## src/rtl/core/spq_pkg.sv

```systemverilog
// shared types and constants for the sorted priority queue
`default_nettype none

package spq_pkg;

    localparam int SPQ_QUEUE_DEPTH   = 16;
    localparam int SPQ_PRIORITY_BITS = 8;
    localparam int SPQ_DATA_BITS     = 16;

    localparam logic FUNC_INSERT = 1'b0;
    localparam logic FUNC_DELETE = 1'b1;

    typedef enum logic [1:0] {
        ST_DONE  = 2'd0,
        ST_FULL  = 2'd1,
        ST_EMPTY = 2'd2
    } t_spq_status;

    // operation broadcast to every cell of the chain
    typedef struct packed {
        logic ins;
        logic del;
    } t_spq_cmd;

endpackage

`default_nettype wire

```

## src/rtl/core/spq_cell.sv

```systemverilog
// one slot of the sorted chain: holds an entry, shifts toward tail on insert, toward head on delete
`default_nettype none

module spq_cell
    import spq_pkg::*;
#(
    parameter int PRIORITY_BITS = SPQ_PRIORITY_BITS,
    parameter int DATA_BITS     = SPQ_DATA_BITS
) (
    input  wire                      i_clk,
    input  wire                      i_rst_n,
    input  t_spq_cmd                 i_cmd,
    input  wire  [PRIORITY_BITS-1:0] i_new_priority,
    input  wire  [DATA_BITS-1:0]     i_new_data,
    input  wire                      i_prev_take,
    input  wire                      i_prev_valid,
    input  wire  [PRIORITY_BITS-1:0] i_prev_priority,
    input  wire  [DATA_BITS-1:0]     i_prev_data,
    input  wire                      i_next_valid,
    input  wire  [PRIORITY_BITS-1:0] i_next_priority,
    input  wire  [DATA_BITS-1:0]     i_next_data,
    output logic                     o_take,
    output logic                     o_valid,
    output logic [PRIORITY_BITS-1:0] o_priority,
    output logic [DATA_BITS-1:0]     o_data
);

    logic                     r_valid;
    logic                     n_valid;
    logic [PRIORITY_BITS-1:0] r_priority;
    logic [PRIORITY_BITS-1:0] n_priority;
    logic [DATA_BITS-1:0]     r_data;
    logic [DATA_BITS-1:0]     n_data;

    // empty slots and slots not above the new word belong after the insert point
    assign o_take = !r_valid || (r_priority <= i_new_priority);

    always_comb begin
        n_valid    = r_valid;
        n_priority = r_priority;
        n_data     = r_data;
        if (i_cmd.ins) begin
            if (i_prev_take) begin
                // insert point lies above: shift down one slot
                n_valid    = i_prev_valid;
                n_priority = i_prev_priority;
                n_data     = i_prev_data;
            end else if (o_take) begin
                n_valid    = 1'b1;
                n_priority = i_new_priority;
                n_data     = i_new_data;
            end
        end else if (i_cmd.del) begin
            n_valid    = i_next_valid;
            n_priority = i_next_priority;
            n_data     = i_next_data;
        end
    end

    always_ff @(posedge i_clk) begin
        if (!i_rst_n) begin
            r_valid <= 1'b0;
        end else begin
            r_valid <= n_valid;
        end
    end

    always_ff @(posedge i_clk) begin
        r_priority <= n_priority;
        r_data     <= n_data;
    end

    assign o_valid    = r_valid;
    assign o_priority = r_priority;
    assign o_data     = r_data;

endmodule

`default_nettype wire

```

## src/rtl/core/sorted_priority_queue_top.sv

```systemverilog
// top level of the sorted priority queue: cell chain, entry count and result register
//
// usage
//   a command word (i_func, i_in_priority, i_in_data) is taken at a rising edge
//   where start is high and busy is low. i_func low inserts, high deletes the head.
//   the result word appears on the o_ ports in the next cycle,
//   marked by o_done; o_status, o_removed_* and o_entry_count are registered, and
//   o_head_* come straight from the first cell of the chain.
// throughput
//   one command is taken every cycle while busy is low. every cell compares its
//   own priority with the broadcast word and picks its neighbor, the new word or
//   itself, so the whole shift of the list happens in the cycle the command is taken.
// reset
//   i_rst_n is synchronous and active low. it clears the valid bit of every cell
//   and the count; busy stays high through reset and falls once r_ready is registered after it.
// receiver
//   the receiver cannot stall; each result must be captured in its o_done cycle.
`default_nettype none

module sorted_priority_queue_top
    import spq_pkg::*;
#(
    parameter int QUEUE_DEPTH   = SPQ_QUEUE_DEPTH,
    parameter int PRIORITY_BITS = SPQ_PRIORITY_BITS,
    parameter int DATA_BITS     = SPQ_DATA_BITS,
    localparam int CountBits    = $clog2(QUEUE_DEPTH + 1)
) (
    input  wire                      i_clk,
    input  wire                      i_rst_n,
    input  wire                      start,
    output logic                     busy,
    input  wire                      i_func,
    input  wire  [PRIORITY_BITS-1:0] i_in_priority,
    input  wire  [DATA_BITS-1:0]     i_in_data,
    output logic                     o_done,
    output logic [1:0]               o_status,
    output logic [PRIORITY_BITS-1:0] o_removed_priority,
    output logic [DATA_BITS-1:0]     o_removed_data,
    output logic [CountBits-1:0]     o_entry_count,
    output logic                     o_head_valid,
    output logic [PRIORITY_BITS-1:0] o_head_priority,
    output logic [DATA_BITS-1:0]     o_head_data
);

    logic                     r_ready;
    logic                     accept;
    logic                     full;
    logic                     empty;
    t_spq_cmd                 cmd;

    logic [CountBits-1:0]     r_count;
    logic [CountBits-1:0]     n_count;
    logic                     r_done;
    t_spq_status              r_status;
    t_spq_status              n_status;
    logic [PRIORITY_BITS-1:0] r_rem_priority;
    logic [PRIORITY_BITS-1:0] n_rem_priority;
    logic [DATA_BITS-1:0]     r_rem_data;
    logic [DATA_BITS-1:0]     n_rem_data;

    logic                     cell_take     [QUEUE_DEPTH];
    logic                     cell_valid    [QUEUE_DEPTH];
    logic [PRIORITY_BITS-1:0] cell_priority [QUEUE_DEPTH];
    logic [DATA_BITS-1:0]     cell_data     [QUEUE_DEPTH];

    assign busy   = !r_ready;
    assign accept = start && r_ready;
    assign full   = (r_count == CountBits'(QUEUE_DEPTH));
    assign empty  = (r_count == '0);

    always_comb begin
        cmd.ins = accept && (i_func == FUNC_INSERT) && !full;
        cmd.del = accept && (i_func == FUNC_DELETE) && !empty;
    end

    genvar gi;
    generate
        for (gi = 0; gi < QUEUE_DEPTH; gi++) begin : g_cell
            logic                     prev_take;
            logic                     prev_valid;
            logic [PRIORITY_BITS-1:0] prev_priority;
            logic [DATA_BITS-1:0]     prev_data;
            logic                     next_valid;
            logic [PRIORITY_BITS-1:0] next_priority;
            logic [DATA_BITS-1:0]     next_data;

            if (gi == 0) begin : g_head
                assign prev_take     = 1'b0;
                assign prev_valid    = 1'b0;
                assign prev_priority = '0;
                assign prev_data     = '0;
            end else begin : g_body
                assign prev_take     = cell_take[gi-1];
                assign prev_valid    = cell_valid[gi-1];
                assign prev_priority = cell_priority[gi-1];
                assign prev_data     = cell_data[gi-1];
            end

            if (gi == QUEUE_DEPTH - 1) begin : g_tail
                assign next_valid    = 1'b0;
                assign next_priority = '0;
                assign next_data     = '0;
            end else begin : g_inner
                assign next_valid    = cell_valid[gi+1];
                assign next_priority = cell_priority[gi+1];
                assign next_data     = cell_data[gi+1];
            end

            spq_cell #(
                .PRIORITY_BITS (PRIORITY_BITS),
                .DATA_BITS     (DATA_BITS)
            ) u_cell (
                .i_clk           (i_clk),
                .i_rst_n         (i_rst_n),
                .i_cmd           (cmd),
                .i_new_priority  (i_in_priority),
                .i_new_data      (i_in_data),
                .i_prev_take     (prev_take),
                .i_prev_valid    (prev_valid),
                .i_prev_priority (prev_priority),
                .i_prev_data     (prev_data),
                .i_next_valid    (next_valid),
                .i_next_priority (next_priority),
                .i_next_data     (next_data),
                .o_take          (cell_take[gi]),
                .o_valid         (cell_valid[gi]),
                .o_priority      (cell_priority[gi]),
                .o_data          (cell_data[gi])
            );
        end
    endgenerate

    always_comb begin
        n_count        = r_count;
        n_status       = ST_DONE;
        n_rem_priority = '0;
        n_rem_data     = '0;
        unique case (i_func)
            FUNC_INSERT: begin
                if (full) begin
                    n_status = ST_FULL;
                end else begin
                    n_count = r_count + CountBits'(1);
                end
            end
            FUNC_DELETE: begin
                if (empty) begin
                    n_status = ST_EMPTY;
                end else begin
                    n_count        = r_count - CountBits'(1);
                    n_rem_priority = cell_priority[0];
                    n_rem_data     = cell_data[0];
                end
            end
            default: begin
                n_status = ST_DONE;
            end
        endcase
    end

    always_ff @(posedge i_clk) begin
        if (!i_rst_n) begin
            r_ready <= 1'b0;
            r_count <= '0;
            r_done  <= 1'b0;
        end else begin
            r_ready <= 1'b1;
            r_done  <= accept;
            if (accept) begin
                r_count <= n_count;
            end
        end
    end

    always_ff @(posedge i_clk) begin
        if (accept) begin
            r_status       <= n_status;
            r_rem_priority <= n_rem_priority;
            r_rem_data     <= n_rem_data;
        end
    end

    assign o_done             = r_done;
    assign o_status           = r_status;
    assign o_removed_priority = r_rem_priority;
    assign o_removed_data     = r_rem_data;
    assign o_entry_count      = r_count;
    assign o_head_valid       = cell_valid[0];
    assign o_head_priority    = cell_valid[0] ? cell_priority[0] : '0;
    assign o_head_data        = cell_valid[0] ? cell_data[0] : '0;

endmodule

`default_nettype wire

```

## config.mk

```make
export PLATFORM = sky130hd
export DESIGN_NAME = sorted_priority_queue_top
export DESIGN_NICKNAME = d
export VERILOG_FILES = /design/src/rtl/core/spq_pkg.sv /design/src/rtl/core/spq_cell.sv /design/src/rtl/core/sorted_priority_queue_top.sv
export SDC_FILE = /design/constraint.sdc
export NUM_CORES = 1
export LEC_CHECK = 0
export ABC_AREA = 1
export BUFFER_PORTS_ARGS = -buffer_cell sky130_fd_sc_hd__buf_2
export CAP_MARGIN = 20
export CORE_MARGIN = 4
export CORE_UTILIZATION = 40
export DETAILED_ROUTE_END_ITERATION = 12
export PLACE_DENSITY = 0.56
export SLEW_MARGIN = 20
export SYNTH_ARGS = -nofsm -noshare
export SYNTH_HDL_FRONTEND = slang
export SYNTH_SLANG_ARGS = --single-unit
export TNS_END_PERCENT = 30
```

## constraint.sdc

```tcl
create_clock -name i_clk -period 4.5 [get_ports i_clk]
set_clock_uncertainty 0.2 [all_clocks]
set_input_delay 0.45 -clock i_clk [delete_from_list [all_inputs] [get_ports i_clk]]
set_output_delay 0.45 -clock i_clk [all_outputs]
set_load 0.02 [all_outputs]
```

==> impl_metrics.json <==
{
  "rrSetupSlack_ps": 1420,
  "crit_arrival_ps": 3230,
  "drv_cap": 0,
  "nNetsFinal": 3105,
  "overflow": 0,
  "synth_area_per_cell_um2": 8.47,
  "cts_buffer_depth": 3,
  "cts_root_buf": "clkbuf_16",
  "setup_viol": 0,
  "netlist_instances": 2941,
  "r2r_cells": 10,
  "critPathCapture": "g_cell[1].u_cell.o_priority[5]",
  "drtIter0Drc": 1718,
  "outcome": "complete, no violations",
  "path_delay_family": "simple AND/OR/NAND/NOR gates",
  "worstSetupStartpointType": "register",
  "met3WireLength_um": 3780,
  "critPathBufInv": 1,
  "r2r-end": "g_cell[1].u_cell.o_priority[5]",
  "grt_pass1_wl_um": 106000,
  "numCtsBuffers": 50,
  "met1_length_um": 30600,
  "max_freq_mhz": 325,
  "critical_path.most_common_cell": "nand2_1",
  "syn_area_mm2": 0.0249,
  "die_w_um": 258,
  "max_slew_margin_pct": 42.6,
  "cp-end-kind": "register",
  "path_depth": 10,
  "crit_type": "reg2reg",
  "path_max_fanout": 35,
  "critPathMaxStageDelay_ps": 560,
  "ys_ff_latch": 433,
  "setup-tns-final_ps": 0,
  "grt_setup_unrepaired": "false",
  "peakVddDrop_uv": 235,
  "period_minus_slack_ps": 3080,
  "fin_area_mm2": 0.0276,
  "ys_seq_area_share_pct": 51.2,
  "synthesis.nets": 3101,
  "h-tree-depth": 2,
  "clock-sinks": 433,
  "cts_tree": "yes",
  "p_per_area_mw_per_mm2": 380,
  "drive_above_1_share_pct": 8.14,
  "hp-class": "in2reg",
  "area_delta_synth_final_pct": 10.6,
  "cp_data_required_time_ps": 4650,
  "ant_nets": 0,
  "cp-startpoint": "g_cell[0].u_cell.o_priority[5]",
  "yosysWarningCount": 0,
  "io_buffers": 85,
  "die_y_um": 258,
  "dr.pass1.iters": 6,
  "wl_met2_um": 30600,
  "vias_per_cell": 5.18,
  "stdcell_count": 3827,
  "dieArea_mm2": 0.0664,
  "routed.top_layer": "met4",
  "routabilityCongestion": 0.847,
  "rows": 91,
  "ios": 86,
  "hold_viol_final": 0,
  "grt_usage_pct": 19.5,
  "antenna_found_initial": 6,
  "fillCellCount": 6181,
  "wl_um": 66500,
  "wire_per_inst_um": 17.4,
  "dp_hpwl_um": 47500,
  "place_area_mm2": 0.0260,
  "setup_slack_ps": 1420,
  "maxSlewViolCount": 0,
  "place_ws_ps": 872,
  "path_clk_slew_ps": 60,
  "core-area_mm2": 0.0617,
  "synth_cell_type_count": 42,
  "post-route-period-util_pct": 68.4,
  "grt_max_degree": 178,
  "power.leakage_nw": 11.3,
  "reg2reg_from": "g_cell[0].u_cell.o_priority[5]",
  "worstMarginPinSlew_ps": 859,
  "cp_slowest_cell": "edfxtp_1",
  "clk_latency_ps": 610,
  "dp.cells": 3728,
  "vias": 19814,
  "grt_pass1_vias": 19081,
  "fin_util_pct": 44.7,
  "drc": 0,
  "initial_utilization_pct": 40.4,
  "crit_path_cell_trace": "ha_1 -> a21oi_1 -> nor2_1 -> nor3_1 -> nand2_1 -> nand2_1 -> buf_12 -> a21oi_1 -> o21ai_0 -> nand2_1"
}
how the worst min path moves through the flow:
stage                     cells after the start  slack [ps]                   endpoint                       from
after floorplan                               2         260  g_cell[15].u_cell.o_valid  g_cell[15].u_cell.o_valid
after CTS                                     2          20                o_status[0]                     i_func
final                                         2          60                o_status[0]                     i_func
after global placement                        2         270   g_cell[9].u_cell.o_valid   g_cell[9].u_cell.o_valid
after detailed placement                      2         270   g_cell[9].u_cell.o_valid   g_cell[9].u_cell.o_valid
after global routing                          2          70                o_status[0]                     i_func
sequential cells by signal (all words and copies together) (netlist names), 2 cells and up:
register                  cells
g_cell.u_cell.o_priority    128
g_cell.u_cell.o_valid        16
o_removed_priority            8
o_status                      2
o_removed_data               16
o_entry_count                 5
g_cell.u_cell.o_data        256
repair_timing:
item,4_1_cts,5_1_grt
setup buffers,0,0
endpoints found under the hold margin,2,0
hold buffers,2,0
resized for setup,0,0
final cells by class:
type / instances / area, um^2 / area share [%]
inverters: 263 / 1000 / 3.63
clock inverters: 20 / 134 / 0.486
flip-flops and latches: 433 / 12800 / 46.3
diodes: 4 / 10.0 / 0.0363
clock buffers: 73 / 1400 / 5.07
well taps: 837 / 1050 / 3.80
repair buffers: 143 / 928 / 3.37
multi-input cells: 2054 / 10300 / 37.3
routing by layer:
metal	GRT usage [%]	vias to the layer above
li1	-	9986
met1	27.8	9220
met2	31.3	520
met3	2.85	88
met4	5.15	0
met5	0	-
power by group:
part           total, mW  switching, mW  internal (mW)
Clock               3.87           1.66           2.21
Sequential          5.06          0.198           4.87
Combinational       1.56           1.07          0.485
placed cells by master (no fill, tap or decap), drive strengths merged, types with 2 or more instances in the layout:
cell / count
a21o: 3
o21ai: 265
diode: 4
o21bai: 5
nor2: 342
dlygate4sd3: 2
nor3: 9
buf: 141
a31oi: 6
nand3: 59
edfxtp: 410
a21oi: 476
nand2: 687
a22oi: 4
o21a: 5
clkbuf: 73
ha: 131
clkinv: 20
o22ai: 44
dfxtp: 23
nand3b: 5
nand4: 5
inv: 262
stage by stage:
step / power, mW / hold slack, ps
after floorplan: 6.19 / 255
after global placement: 6.66 / 270
after detailed placement: 6.70 / 274
after CTS: 10.6 / 24.8
after global routing: 11.0 / 67.6
final: 10.5 / 55.2
cells in the mapped netlist:
cell / number / area share [%]
inv_2: 6 / 0.090
edfxtp_1: 410 / 49
buf_2: 112 / 2.2
a31oi_1: 4 / 0.10
or2_2: 1 / 0.025
nand2_1: 677 / 10
buf_1: 2 / 0.030
a21boi_2: 1 / 0.045
a31oi_2: 2 / 0.10
a211oi_1: 1 / 0.030
nand2_2: 9 / 0.23
buf_4: 17 / 0.51
a311oi_1: 1 / 0.035
a22oi_1: 4 / 0.12
xnor2_1: 1 / 0.035
o22ai_1: 44 / 1.1
nand3b_1: 5 / 0.15
clkbuf_2: 4 / 0.080
a21oi_2: 2 / 0.070
o21ai_0: 245 / 4.9
ha_1: 131 / 6.6
clkbuf_1: 54 / 0.81
a21o_1: 3 / 0.090
o21bai_1: 5 / 0.15
o21a_1: 5 / 0.15
nand3_4: 1 / 0.070
inv_1: 256 / 3.9
nand4_1: 3 / 0.075
buf_6: 2 / 0.090
nor3_1: 9 / 0.18
nor2_1: 339 / 5.1
nand4_2: 2 / 0.10
xor2_1: 1 / 0.035
o31ai_1: 1 / 0.030
a21oi_1: 474 / 9.5
dfxtp_1: 23 / 1.8
o21ai_1: 20 / 0.40
inv_4: 1 / 0.025
fa_1: 1 / 0.080
nor2_2: 3 / 0.075
nand2_4: 1 / 0.045
nand3_1: 58 / 1.2
logic make-up (layout without fill, tap and decap cells):
kind of cell | Yosys count | in the layout | synth area share (%)
simple gates | 1108 | 1108 | 17.4
compound gates | 812 | 812 | 16.9
flops | 433 | 433 | 51.2
xor+xnor | 2 | 2 | 0.0703
other cells | 0 | 4 | 0
buf+inv | 454 | 499 | 7.75
fa+ha+maj | 132 | 132 | 6.66
Power figures use the tool's default switching activity.
